## src/rtl/tas_pkg.sv

```systemverilog
`timescale 1ns / 1ps
// Shared types and constants for the TLV attribute scanner.
// No dependencies; imported by every module of the scanner.
package tas_pkg;

  // Default depth of the result queue, in entries
  localparam int unsigned TAS_OUTQ_DEPTH = 4;

  // Result status codes
  localparam logic [1:0] ST_MATCH     = 2'd0;
  localparam logic [1:0] ST_MALFORMED = 2'd1;
  localparam logic [1:0] ST_SUMMARY   = 2'd2;

  // Header phase: 0..3 index the next header byte, PHASE_VALUE skips value bytes
  localparam logic [2:0] PHASE_LEN_HI = 3'd3;
  localparam logic [2:0] PHASE_VALUE  = 3'd4;

  // Saturation point of the per-frame match counter
  localparam logic [13:0] MATCH_MAX = 14'h3FFF;

  typedef struct packed {
    logic [7:0]  data_byte;
    logic [15:0] frame_length;
    logic [15:0] wanted_type;
  } tas_in_t;

  typedef struct packed {
    logic [1:0]  status;
    logic [15:0] value_offset;
    logic [15:0] value_length;
    logic [13:0] match_total;
    logic        frame_valid;
    logic        last;
  } tas_out_t;

  // Results produced by one input beat, in delivery order
  typedef struct packed {
    logic     res0_vld;
    tas_out_t res0;
    logic     res1_vld;
    tas_out_t res1;
  } tas_push_t;

endpackage

```

## src/rtl/tas_parse.sv

```systemverilog
`timescale 1ns / 1ps
// Per-byte attribute parser: frame state registers and the single-pass step.
// Depends on tas_pkg.
module tas_parse
  import tas_pkg::*;
(
  input  logic      clk,
  input  logic      rst_n,
  input  logic      in_take,
  input  tas_in_t   in_beat,
  output tas_push_t push
);

  logic [15:0] pos_r, pos_nxt;
  logic [23:0] shift_r, shift_nxt;
  logic [2:0]  phase_r, phase_nxt;
  logic [15:0] value_left_r, value_left_nxt;
  logic        halted_r, halted_nxt;
  logic [13:0] match_r, match_nxt;

  logic [16:0] voff;
  logic [17:0] attr_end;
  logic [15:0] hdr_type;
  logic [15:0] hdr_len;
  logic        is_last;
  logic        overrun;
  logic [15:0] value_left_dec;

  // Decode the header fields completed by this byte
  assign voff      = {1'b0, pos_r} + 17'd1;
  assign hdr_type  = {shift_r[15:8], shift_r[23:16]};
  assign hdr_len   = {in_beat.data_byte, shift_r[7:0]};
  assign attr_end  = {1'b0, voff} + {2'b00, hdr_len};
  assign overrun   = attr_end > {2'b00, in_beat.frame_length};
  assign is_last   = voff >= {1'b0, in_beat.frame_length};
  assign value_left_dec = (value_left_r != 16'd0) ? value_left_r - 16'd1 : value_left_r;

  // Step the parser by one byte and build its results
  always_comb begin
    pos_nxt        = pos_r;
    shift_nxt      = shift_r;
    phase_nxt      = phase_r;
    value_left_nxt = value_left_r;
    halted_nxt     = halted_r;
    match_nxt      = match_r;
    push           = '0;

    if (!halted_r) begin
      if (phase_r >= PHASE_VALUE) begin
        value_left_nxt = value_left_dec;
        if (value_left_dec == 16'd0) begin
          phase_nxt = 3'd0;
        end
      end else if (phase_r < PHASE_LEN_HI) begin
        shift_nxt = {shift_r[15:0], in_beat.data_byte};
        phase_nxt = phase_r + 3'd1;
      end else begin
        shift_nxt = '0;
        if (overrun) begin
          push.res0_vld = 1'b1;
          push.res0     = '{status: ST_MALFORMED, value_offset: voff[15:0],
                            value_length: hdr_len, match_total: match_r,
                            frame_valid: 1'b0, last: 1'b0};
          halted_nxt     = 1'b1;
          phase_nxt      = 3'd0;
          value_left_nxt = '0;
        end else begin
          if (hdr_type == in_beat.wanted_type) begin
            if (match_r < MATCH_MAX) begin
              match_nxt = match_r + 14'd1;
            end
            push.res0_vld = 1'b1;
            push.res0     = '{status: ST_MATCH, value_offset: voff[15:0],
                              value_length: hdr_len, match_total: match_nxt,
                              frame_valid: 1'b1, last: 1'b0};
          end
          if (hdr_len == 16'd0) begin
            phase_nxt = 3'd0;
          end else begin
            phase_nxt      = PHASE_VALUE;
            value_left_nxt = hdr_len;
          end
        end
      end
    end

    // Close the frame: emit the summary and drop all frame state
    if (is_last) begin
      push.res1_vld = 1'b1;
      push.res1     = '{status: ST_SUMMARY, value_offset: 16'd0, value_length: 16'd0,
                        match_total: match_nxt, frame_valid: ~halted_nxt, last: 1'b1};
      pos_nxt        = '0;
      shift_nxt      = '0;
      phase_nxt      = 3'd0;
      value_left_nxt = '0;
      halted_nxt     = 1'b0;
      match_nxt      = '0;
    end else begin
      pos_nxt = voff[15:0];
    end

    if (!in_take) begin
      push.res0_vld = 1'b0;
      push.res1_vld = 1'b0;
    end
  end

  // Advance frame state on each accepted beat
  always_ff @(posedge clk) begin
    if (!rst_n) begin
      pos_r        <= '0;
      shift_r      <= '0;
      phase_r      <= 3'd0;
      value_left_r <= '0;
      halted_r     <= 1'b0;
      match_r      <= '0;
    end else if (in_take) begin
      pos_r        <= pos_nxt;
      shift_r      <= shift_nxt;
      phase_r      <= phase_nxt;
      value_left_r <= value_left_nxt;
      halted_r     <= halted_nxt;
      match_r      <= match_nxt;
    end
  end

`ifndef SYNTH
  // A halted scan holds no header or value progress
  a_halt_idle: assert property (@(posedge clk) disable iff (!rst_n)
    halted_r |-> (phase_r == 3'd0) && (value_left_r == 16'd0))
    else $error("halted scan with live parse state");

  // Value phase always has bytes left to skip
  a_value_left: assert property (@(posedge clk) disable iff (!rst_n)
    (phase_r == PHASE_VALUE) |-> (value_left_r != 16'd0))
    else $error("value phase with nothing left");

  a_phase_range: assert property (@(posedge clk) disable iff (!rst_n)
    phase_r <= PHASE_VALUE)
    else $error("header phase out of range");

  // A summary restarts the frame at offset zero
  a_frame_restart: assert property (@(posedge clk) disable iff (!rst_n)
    (in_take && push.res1_vld) |=> (pos_r == 16'd0) && !halted_r && (match_r == 14'd0))
    else $error("frame state not cleared after summary");
`endif

endmodule

```

## src/rtl/tas_outq.sv

```systemverilog
`timescale 1ns / 1ps
// Result queue: takes up to two results per cycle, delivers one per beat.
// Depends on tas_pkg.
module tas_outq
  import tas_pkg::*;
#(
  parameter int unsigned Depth = TAS_OUTQ_DEPTH
) (
  input  logic      clk,
  input  logic      rst_n,
  input  tas_push_t push,
  output logic      room2,
  output logic      out_valid,
  input  logic      out_stall,
  output tas_out_t  out_data
);

  localparam int unsigned PtrW = (Depth > 1) ? $clog2(Depth) : 1;
  localparam int unsigned CntW = $clog2(Depth + 1);

  tas_out_t        mem_r [Depth];
  logic [PtrW-1:0] wptr_r, wptr_nxt, wptr_inc;
  logic [PtrW-1:0] rptr_r, rptr_nxt;
  logic [CntW-1:0] count_r, count_nxt;
  logic [CntW-1:0] push_n;
  logic            pop;

  function automatic logic [PtrW-1:0] ptr_inc(input logic [PtrW-1:0] p);
    ptr_inc = (p == PtrW'(Depth - 1)) ? '0 : p + 1'b1;
  endfunction

  assign out_valid = (count_r != '0);
  assign out_data  = mem_r[rptr_r];
  assign pop       = out_valid && !out_stall;
  assign room2     = (count_r <= CntW'(Depth - 2));
  assign push_n    = CntW'(push.res0_vld) + CntW'(push.res1_vld);
  assign wptr_inc  = ptr_inc(wptr_r);

  // Advance pointers and occupancy
  always_comb begin
    wptr_nxt = wptr_r;
    if (push.res0_vld && push.res1_vld) begin
      wptr_nxt = ptr_inc(wptr_inc);
    end else if (push.res0_vld || push.res1_vld) begin
      wptr_nxt = wptr_inc;
    end
    rptr_nxt  = pop ? ptr_inc(rptr_r) : rptr_r;
    count_nxt = count_r + push_n - CntW'(pop);
  end

  always_ff @(posedge clk) begin
    if (!rst_n) begin
      wptr_r  <= '0;
      rptr_r  <= '0;
      count_r <= '0;
    end else begin
      wptr_r  <= wptr_nxt;
      rptr_r  <= rptr_nxt;
      count_r <= count_nxt;
    end
  end

  // Write results in order; a lone summary takes the first free slot
  always_ff @(posedge clk) begin
    if (push.res0_vld) begin
      mem_r[wptr_r] <= push.res0;
      if (push.res1_vld) begin
        mem_r[wptr_inc] <= push.res1;
      end
    end else if (push.res1_vld) begin
      mem_r[wptr_r] <= push.res1;
    end
  end

`ifndef SYNTH
  // Never push beyond the free space
  a_no_overflow: assert property (@(posedge clk) disable iff (!rst_n)
    (push_n != '0) |-> ({1'b0, count_r} + {1'b0, push_n} <= (CntW + 1)'(Depth)))
    else $error("result queue overflow");

  a_count_range: assert property (@(posedge clk) disable iff (!rst_n)
    count_r <= CntW'(Depth))
    else $error("result queue count out of range");

  // Hold a stalled result beat
  a_stall_hold: assert property (@(posedge clk) disable iff (!rst_n)
    (out_valid && out_stall) |=> out_valid && $stable(out_data))
    else $error("stalled result changed");
`endif

endmodule

```

## src/rtl/tlv_attribute_scanner.sv

```systemverilog
`timescale 1ns / 1ps
// TLV attribute scanner top level: one frame byte per input beat.
// Results are registered in the queue; in_stall rises below two free entries.
// Throughput: one byte per cycle while in_stall is low; a frame's final byte
//   may carry two results, which leave on two successive beats.
// Reset (rst_n low, synchronous) clears frame state and empties the queue.
// Depends on tas_pkg, tas_parse, tas_outq.
module tlv_attribute_scanner
  import tas_pkg::*;
#(
  parameter int unsigned OutqDepth = TAS_OUTQ_DEPTH
) (
  input  logic     clk,
  input  logic     rst_n,
  input  logic     in_valid,
  output logic     in_stall,
  input  tas_in_t  in_data,
  output logic     out_valid,
  input  logic     out_stall,
  output tas_out_t out_data
);

  tas_push_t push;
  logic      room2;
  logic      in_take;

  // Take a beat only when both results of a frame end can be queued
  assign in_stall = ~room2;
  assign in_take  = in_valid && room2;

  tas_parse u_parse (
    .clk     (clk),
    .rst_n   (rst_n),
    .in_take (in_take),
    .in_beat (in_data),
    .push    (push)
  );

  tas_outq #(
    .Depth (OutqDepth)
  ) u_outq (
    .clk       (clk),
    .rst_n     (rst_n),
    .push      (push),
    .room2     (room2),
    .out_valid (out_valid),
    .out_stall (out_stall),
    .out_data  (out_data)
  );

endmodule

```

## config.mk

```make
export PLATFORM = sky130hd
export DESIGN_NAME = tlv_attribute_scanner
export DESIGN_NICKNAME = d
export VERILOG_FILES = /design/src/rtl/tas_pkg.sv /design/src/rtl/tas_parse.sv /design/src/rtl/tas_outq.sv /design/src/rtl/tlv_attribute_scanner.sv
export SDC_FILE = /design/constraint.sdc
export NUM_CORES = 1
export LEC_CHECK = 0
export ABC_AREA = 1
export ABC_CLOCK_PERIOD_IN_PS = 13600
export BUFFER_PORTS_ARGS = -buffer_cell sky130_fd_sc_hd__buf_2
export CORE_MARGIN = 2
export CORE_UTILIZATION = 60
export CTS_CLUSTER_DIAMETER = 80
export DETAILED_ROUTE_END_ITERATION = 10
export PLACE_DENSITY = 0.79
export SYNTH_ARGS = -nofsm -noshare
export SYNTH_HDL_FRONTEND = slang
export SYNTH_SLANG_ARGS = --single-unit
```

## constraint.sdc

```tcl
create_clock -name clk -period 13.6 [get_ports clk]
set_input_delay 2.72 -clock clk [delete_from_list [all_inputs] [get_ports clk]]
set_output_delay 2.72 -clock clk [all_outputs]
set_load 0.05 [all_outputs]
```

==> impl_table.tex, run 1 <==
\begin{tabular}{lr}
\hline
Metric & Value \\
\hline
\multicolumn{2}{l}{\textbf{Worst hold path}} \\
\quad Start point of the worst hold path & u\_outq.mem\_r[2][25] \\
\quad Type of the most critical hold path & flop to flop \\
\multicolumn{2}{l}{\textbf{Die}} \\
\quad Die Outline Area & 27700 sq um \\
\quad Die span in y & 166.4 um \\
\quad Floorplan Core Area & between 20000 and 30000 sq um \\
\quad Number of rows created at floorplan & 59 \\
\quad Die X-Extent & 166.4 um \\
\quad Ports placed on the boundary & 96 \\
\quad Initial cell density of the core & 60.93\% \\
\multicolumn{2}{l}{\textbf{Final layout}} \\
\quad Area taken by flip-flops and latches & 6227 sq um \\
\quad Antenna diode count & 0 \\
\quad Cell Count, Final, Fillers Out & 2594 \\
\quad Commonest non-fill, non-tap cells in the layout & nand2\_1 (532), nand3\_1 (254), dfxtp\_1 (214) \\
\quad Fin area & between 15000 and 20000 sq um \\
\quad Syn-to-layout area delta & 9.460\% \\
\quad Fill cells & $\sim$2300 \\
\quad Util after Layout & 66.69\% \\
\quad Fraction of final layout cells with drive strength greater than 1 & 8.853\% \\
\quad Final \#Nets & 2355 \\
\quad Most common cell after layout, fill and taps aside & nand2\_1 \\
\quad Multi-input gate area in the final layout & 8574 sq um \\
\multicolumn{2}{l}{\textbf{Route}} \\
\quad DRC marker count from the first detailed-route iteration & 1737 \\
\quad Overall routed net length & around 46000 um \\
\quad DRC & 0 \\
\quad Antenna violation net count after detailed routing & 0 \\
\quad TritonRoute pass-1 iters & 8 \\
\quad Via-per-instance ratio & 6.081 \\
\quad Via total after detailed routing & 15780 \\
\quad WL per Instance & 17.88 um \\
\multicolumn{2}{l}{\textbf{Clock tree}} \\
\quad Clock latency of the later-clocked register in the worst-skew pair & 580 ps \\
\quad TritonCTS clock tree & done \\
\quad Sinks on Clock Net & 279 \\
\quad Post-CTS sizing & 0 \\
\quad Hold-fix buffers at CTS & 0 \\
\quad Htree depth & 1 \\
\quad CTS clock-pin slew for the worst setup and hold paths & approximately 60 ps \\
\quad Post-CTS setup repair buffer count & 0 \\
\quad Cell at the root of the clock tree & clkbuf\_16 \\
\quad Maximum root-to-sink buffer count & 3 \\
\quad Number of buffers added by the clock tree synthesis step & 30 \\
\multicolumn{2}{l}{\textbf{Critical path}} \\
\quad Max stage delay cell, worst path & nor2\_1 \\
\quad Critical Path Most Common Cell & nand2\_1 \\
\quad Startpoint of the worst setup timing path & in\_data[32] \\
\quad Worst path bufs/invs & 5 \\
\quad Worst path max stage delay & between 900 and 1000 ps \\
\quad Critical Path Sink Type & flop \\
\quad Maximum net fanout on the critical path & 36 \\
\quad Worst r2r src & u\_parse.pos\_r[0] \\
\quad Required time worst endpoint & 14080 ps \\
\quad Category of cells accounting for the largest share of critical-path delay & simple AND/OR/NAND/NOR gates \\
\quad Kind of critical path & input pin to flop \\
\quad Startpoint Class & input pin \\
\quad Crit path DAT & 9700 ps \\
\multicolumn{2}{l}{\textbf{Synthesis}} \\
\quad Cells after Synth & between 2000 and 2500 \\
\quad Share of the synthesized netlist area taken by xor and xnor gates & 2.932\% \\
\quad Fraction of the mapped netlist area in compound gates & 15.30\% \\
\quad Number of enable flip-flop cells after synthesis & 64 \\
\quad Number of storage elements in the synthesis netlist & 279 \\
\quad Commonest register cell after synthesis & dfxtp\_1 \\
\quad FFs w/ async S/R, synth & 0\% \\
\quad Adder and majority cell fraction of the synthesized area & roughly 5.9\% \\
\quad Main combinational cell family by area after synthesis & simple AND/OR/NAND/NOR gates \\
\quad Register area share after synthesis & 39.33\% \\
\quad Post-Syn Nets & 2338 \\
\quad Simple-gate area share of the yosys netlist & 29.54\% \\
\quad Area of the mapped netlist & $\sim$16000 sq um \\
\quad Count of distinct cell types in the synthesized netlist & 43 \\
\quad Multiplexer share of the synthesized area & 0.5058\% \\
\quad Avg Synthesized Cell Area & 7.128 sq um \\
\quad Yosys synthesis warning count & 0 \\
\multicolumn{2}{l}{\textbf{Power and ir drop}} \\
\quad Total power divided by cell area & approximately 160 nW/um\^{}2 \\
\quad Peak supply drop & 0.1683 mV \\
\quad Sw Ratio & about two fifths \\
\quad Net load switching power & between 1000 and 1500 uW \\
\quad Clock share of power & a little under 30\% \\
\quad Power share of the combinational group & 37.3\% \\
\quad Share of power burned in registers & between 30 and 40\% \\
\quad LEAKAGE & 0.007207 uW \\
\quad Final total power & 2815 uW \\
\quad P\_int & 1634 uW \\
\multicolumn{2}{l}{\textbf{GRT}} \\
\quad Initial antenna violation count & 0 \\
\quad Vias in the first global route & around 15000 \\
\quad Maximum number of pins on one net before global-route repair & 99 \\
\quad Total global-route track usage & 32.16\% \\
\quad Global-route wire length before repair & 74040 um \\
\quad Grt ovf & 0 \\
\multicolumn{2}{l}{\textbf{Timing}} \\
\quad Fin crit period & 9218 ps \\
\quad Final count of pins violating max slew & 0 \\
\quad Setup tns final & 0 ps \\
\quad RSZ-0062 raised after global routing & false \\
\quad Max-slew headroom at the worst pin & a little under a fifth \\
\quad Final clock period utilization by the worst path & about two thirds \\
\quad Final setup violation count & 0 \\
\quad Final hold violations & 0 \\
\quad FMAX & 0.1085 GHz \\
\quad Measured slew at the worst slew-check pin & approximately 1200 ps \\
\quad Final worst clock skew & approximately 21 ps \\
\multicolumn{2}{l}{\textbf{Status}} \\
\quad Result of the run & completed \\
\multicolumn{2}{l}{\textbf{Placement}} \\
\quad Count of input and output buffers & between 90 and 100 \\
\quad Placer's final routability congestion estimate & roughly 0.93 \\
\quad Sum of net half-perimeters after detailed placement & 30970 um \\
\quad Cell Area, Placed & 16320 sq um \\
\quad Cell Count Post-Placement & 2541 \\
\multicolumn{2}{l}{\textbf{Run}} \\
\quad Number of violations of the max-capacitance limit & 0 \\
\hline
\end{tabular}
power by group through the flow:
stage / combinational, uW / clock (uW) / sequential (uW)
finish: 1050 / 831 / 935
global route: 1130 / 866 / 938
CTS: 1040 / 830 / 933
detailed placement: 1030 / 0 / 950
global placement: 1020 / 0 / 948
floorplan: 823 / 0 / 919
synth_stat cells (2+ instances only):
| cell | number | share of area, % |
|---|---|---|
| nand2_4 | 2 | 0.14 |
| buf_1 | 3 | 0.071 |
| o22ai_1 | 49 | 1.9 |
| a21boi_0 | 3 | 0.14 |
| nand3b_1 | 5 | 0.24 |
| o211ai_1 | 4 | 0.19 |
| a21o_1 | 3 | 0.14 |
| fa_1 | 2 | 0.25 |
| ha_1 | 71 | 5.6 |
| clkbuf_1 | 96 | 2.3 |
| buf_2 | 19 | 0.60 |
| mux2i_1 | 8 | 0.51 |
| nor3_1 | 16 | 0.51 |
| edfxtp_1 | 64 | 12 |
| nand3_2 | 3 | 0.19 |
| a31oi_1 | 2 | 0.079 |
| nand2_2 | 13 | 0.51 |
| nor4_1 | 5 | 0.20 |
| inv_1 | 128 | 3.0 |
| nand3_1 | 254 | 8.0 |
| nor2_2 | 6 | 0.24 |
| a21oi_1 | 125 | 4.0 |
| nor2_4 | 2 | 0.14 |
| o21ai_0 | 149 | 4.7 |
| nor2_1 | 196 | 4.6 |
| nand4_1 | 41 | 1.6 |
| xor2_1 | 31 | 1.7 |
| inv_2 | 4 | 0.095 |
| dfxtp_1 | 215 | 27 |
| nand2_1 | 532 | 13 |
| o21ai_1 | 123 | 3.9 |
| xnor2_1 | 22 | 1.2 |
| buf_4 | 9 | 0.43 |
| or2_2 | 7 | 0.28 |
stage by stage:
| step | worst slack, ps | hold WS [ps] |
|---|---|---|
| final | 4382 | 473.0 |
| after global routing | 3898 | 491.7 |
| after CTS | 4459 | 474.7 |
| after detailed placement | 3934 | 466.2 |
| after global placement | 4228 | 459.6 |
| after floorplan | 6822 | 447.8 |
flip-flops by register name (all words and copies together), names as in the netlist, named ones only:
register and flops:
u_outq.count_r 3, u_outq.mem_r 196, u_outq.rptr_r 2, u_outq.wptr_r 2, u_parse.halted_r 1, u_parse.match_r 14
u_parse.phase_r 3, u_parse.pos_r 16, u_parse.shift_r 24, u_parse.value_left_r 16
final timing paths:
check	endpoint	slack [ps]	cells past startpoint
worst max-delay path	u_outq.mem_r[3][45]	4380	27
worst min-delay path	u_outq.mem_r[2][25]	470	2
worst max register to register	u_outq.mem_r[3][45]	5140	31
worst min register to register	u_outq.mem_r[2][25]	470	2
area by class of cell:
| type | count | share of cell area [%] |
|---|---|---|
| Sequential cell | 279 | 35.94 |
| Clock buffer | 42 | 4.845 |
| Inverter | 133 | 2.881 |
| Clock inverter | 11 | 0.9603 |
| Timing Repair Buffer | 112 | 3.480 |
| Multi-Input combinational cell | 1682 | 49.48 |
| Tap cell | 335 | 2.419 |
tightest hold or removal path, stage by stage (launching register included):
cell,delay [ps]
dfxtp_1,310
nand3_1,70
o21ai_1,50
layer usage:
metal,GRT usage (%),wire length (um),vias to the layer above
met5,0,0,-
met4,11.06,1272,0
met3,5.490,4377,98
met2,51.55,21130,804
met1,44.26,19600,7335
li1,-,-,7538
cell families after synthesis:
family	count (synthesis)
buffers and inverters	260
and+or+nand+nor	1085
DFF	279
AOI/OAI and AO/OA	463
adders and majority gates	73
muxes	8
xor gates and xnor gates	53
Power figures use the tool's default switching activity.
==> run 2, diff against run 1 <==
- ABC_CLOCK_PERIOD_IN_PS: 13600 -> 7500
- CORE_UTILIZATION: 60 -> 56
- PLACE_DENSITY: 0.79 -> 0.77
- clock period: 13.6 -> 7.5 ns (I/O delays scaled with it)
==> run 2 against run 1 <==
Cell count up 2.1%. Design area is 0.28% higher. First-iteration DRC count rose by 6.6%. Sequential power up 79%. Non-clock buffer count up 17. Setup slack worse by 3100 ps. Critical path type is now flop to flop. Largest power group unchanged.
==> impl_table.tex, run 2 (synthesized netlist as in run 1, its figures left out) <==
\begin{tabular}{lr}
\hline
Metric & Value \\
\hline
\multicolumn{2}{l}{\textbf{Critical path}} \\
\quad Startpoint Class & flop \\
\quad Max stage delay cell, worst path & inv\_1 \\
\quad Crit path DAT & 6650 ps (-3050 ps) \\
\quad Register-to-register setup slack & 1290 ps (-3850 ps) \\
\quad Maximum net fanout on the critical path & 33 (-8.3\%) \\
\quad Worst path max stage delay & 480 ps (-430 ps) \\
\quad Critical Path Most Common Cell & nand2\_1 \\
\quad Kind of critical path & flop to flop \\
\quad Required time worst endpoint & 7930 ps (-6150 ps) \\
\quad Cell depth of the worst flop-to-flop path & 34 (+9.7\%) \\
\quad Worst r2r src & u\_parse.pos\_r[2] \\
\quad Terminus of the critical flop-to-flop path & u\_outq.mem\_r[2][48] \\
\quad Critical Path Sink Type & flop \\
\multicolumn{2}{l}{\textbf{Timing}} \\
\quad RSZ-0062 raised after global routing & false \\
\quad Final worst clock skew & 22.39 ps (+1.531 ps) \\
\quad Max-slew headroom at the worst pin & 36.60\% (+18 points) \\
\quad Final hold violations & 0 (unchanged) \\
\quad FMAX & 0.1609 GHz \\
\quad Fin crit period & 6214 ps \\
\quad Final setup violation count & 0 (unchanged) \\
\quad Final count of pins violating max slew & 0 (unchanged) \\
\quad Final clock period utilization by the worst path & 82.85\% \\
\quad Measured slew at the worst slew-check pin & 949.7 ps (-262.6 ps) \\
\quad Setup tns final & 0 ps (unchanged) \\
\multicolumn{2}{l}{\textbf{Die}} \\
\quad Die span in y & 172.1 um (+3.4\%) \\
\quad Ports placed on the boundary & 96 (unchanged) \\
\quad Number of rows created at floorplan & 61 (+3.4\%) \\
\quad Die X-Extent & 172.1 um (+3.4\%) \\
\quad Die Outline Area & 29630 sq um (+7.0\%) \\
\quad Floorplan Core Area & 27780 sq um (+6.9\%) \\
\quad Initial cell density of the core & 56.99\% (-3.9 points) \\
\multicolumn{2}{l}{\textbf{Final layout}} \\
\quad Largest register by flop count & u\_outq.mem\_r \\
\quad Util after Layout & 62.55\% (-4.1 points) \\
\quad Syn-to-layout area delta & 9.768\% \\
\quad Commonest non-fill, non-tap cells in the layout & nand2\_1 (532), nand3\_1 (254), dfxtp\_1 (214) \\
\quad Fill cells & 2563 (+11\%) \\
\quad Antenna diode count & 0 (unchanged) \\
\quad Final \#Nets & 2371 (+0.68\%) \\
\quad Largest registers in the final layout & u\_outq.mem\_r (196), u\_parse.shift\_r (24) \\
\quad Most common cell after layout, fill and taps aside & nand2\_1 \\
\quad Number of flip-flops under the largest register name & 196 (unchanged) \\
\quad Fraction of final layout cells with drive strength greater than 1 & 9.423\% (+0.57 points) \\
\multicolumn{2}{l}{\textbf{Route}} \\
\quad Via-per-instance ratio & 6.001 (-1.3\%) \\
\quad Overall routed net length & 47680 um (+2.8\%) \\
\quad Via total after detailed routing & 15900 (+0.77\%) \\
\quad DRC & 0 (unchanged) \\
\quad DRC marker count from the first detailed-route iteration & 1851 (+6.6\%) \\
\quad TritonRoute pass-1 iters & 9 (+1) \\
\quad WL per Instance & 18.00 um (+0.68\%) \\
\quad Antenna violation net count after detailed routing & 0 (unchanged) \\
\multicolumn{2}{l}{\textbf{Placement}} \\
\quad Count of input and output buffers & 95 (unchanged) \\
\quad Sum of net half-perimeters after detailed placement & 31160 um (+0.60\%) \\
\quad Placer's final routability congestion estimate & 0.9726 (+5.1\%) \\
\multicolumn{2}{l}{\textbf{Worst hold path}} \\
\quad Hold path endpoint & u\_outq.mem\_r[1][32] \\
\quad Worst hold path cell count & 2 (unchanged) \\
\quad Type of the most critical hold path & flop to flop \\
\quad Start point of the worst hold path & u\_outq.mem\_r[1][32] \\
\multicolumn{2}{l}{\textbf{GRT}} \\
\quad Vias in the first global route & 14680 (+0.69\%) \\
\quad Maximum number of pins on one net before global-route repair & 64 (-35\%) \\
\quad Grt ovf & 0 (unchanged) \\
\quad Initial antenna violation count & 0 (unchanged) \\
\quad Global-route wire length before repair & 75580 um (+2.1\%) \\
\quad Total global-route track usage & 31.81\% (-0.36 points) \\
\multicolumn{2}{l}{\textbf{Power and ir drop}} \\
\quad Total power divided by cell area & 287.1 nW/um\^{}2 (+77\%) \\
\quad Peak supply drop & 0.2165 mV (+29\%) \\
\quad LEAKAGE & 0.007221 uW (+0.20\%) \\
\multicolumn{2}{l}{\textbf{Clock tree}} \\
\quad CTS clock-pin slew for the worst setup and hold paths & 60 ps (about the same) \\
\quad Post-CTS setup repair buffer count & 0 (unchanged) \\
\quad TritonCTS clock tree & done \\
\quad Post-CTS sizing & 0 (unchanged) \\
\quad Hold-fix buffers at CTS & 0 (unchanged) \\
\quad Clock latency of the later-clocked register in the worst-skew pair & 580 ps (about the same) \\
\quad Maximum root-to-sink buffer count & 3 (unchanged) \\
\quad Cell at the root of the clock tree & clkbuf\_16 \\
\quad Htree depth & 1 (unchanged) \\
\quad Sinks on Clock Net & 279 (unchanged) \\
\quad Number of buffers added by the clock tree synthesis step & 29 (-3.3\%) \\
\multicolumn{2}{l}{\textbf{Run}} \\
\quad Number of violations of the max-capacitance limit & 0 (unchanged) \\
\multicolumn{2}{l}{\textbf{Status}} \\
\quad Result of the run & completed \\
\hline
\end{tabular}
-- run 2: cell count changes in the layout (fill, tap and decap cells not counted), moves of 2 or more --
cell / previous run / this run
buf_4: 17 / 34
bufinv_16: 3 / 0
clkbuf_1: 7 / 5
clkinvlp_4: 0 / 3
-- run 2: worst max path at each step --
stage / depth (start not counted) / startpoint / endpoint
2_1_floorplan: 24 / in_data[32] / u_outq.mem_r[1][0]
3_3_place_gp: 28 / in_data[32] / u_outq.mem_r[3][48]
3_5_place_dp: 28 / in_data[32] / u_outq.mem_r[2][45]
4_1_cts: 34 / u_parse.pos_r[2] / u_outq.mem_r[2][45]
5_1_grt: 34 / u_parse.pos_r[2] / u_outq.mem_r[2][45]
6_report: 34 / u_parse.pos_r[2] / u_outq.mem_r[2][48]
-- run 2: layer usage --
metal,GRT usage [%],vias to the layer above,part of all wire [%]
met1,43.20,7425,42
met4,9.134,0,2.4
li1,-,7556,-
met3,5.402,102,10
met2,52.26,814,45
met5,0,-,0
-- run 2: where the power goes --
group / internal [uW] / switching [uW]
Clock: 741 / 618
Combinational: 485 / 1470
Sequential: 1600 / 75.1
-- run 2: worst max-delay path, delay by kind of cell (launching register included) --
family	cells	cell delay [ps]
adder cells (fa/ha/maj)	3	990
AO/OA/AOI/OAI	5	1090
XOR/XNOR	1	90
buffers and inverters	6	1280
flip-flops	1	400
AND/OR/NAND/NOR	19	2200
-- run 2: final cells by class --
class | count | area, sq um | area share (%)
multi-input cells | 1682 | 8574 | 49.34
flip-flops and latches | 279 | 6227 | 35.83
clock buffers | 37 | 785.8 | 4.522
repair buffers | 129 | 730.7 | 4.205
inverters | 133 | 499.2 | 2.873
well taps | 378 | 473.0 | 2.722
clock inverters | 11 | 87.58 | 0.5040
-- run 2: metrics by stage --
stage | worst slack [ps] | instances | area (sq um) | hold WS [ps] | total power, uW
floorplan | 1942 | 2221 | 15830 | 447.8 | 3158
global placement | 1318 | 2601 | 16500 | 458.2 | 3599
detailed placement | 1144 | 2601 | 16500 | 465.4 | 3627
CTS | 1380 | 2649 | 17380 | 473.9 | 4962
global route | 704.7 | 2649 | 17380 | 488.4 | 5212
finish | 1286 | 2649 | 17380 | 473.1 | 4988
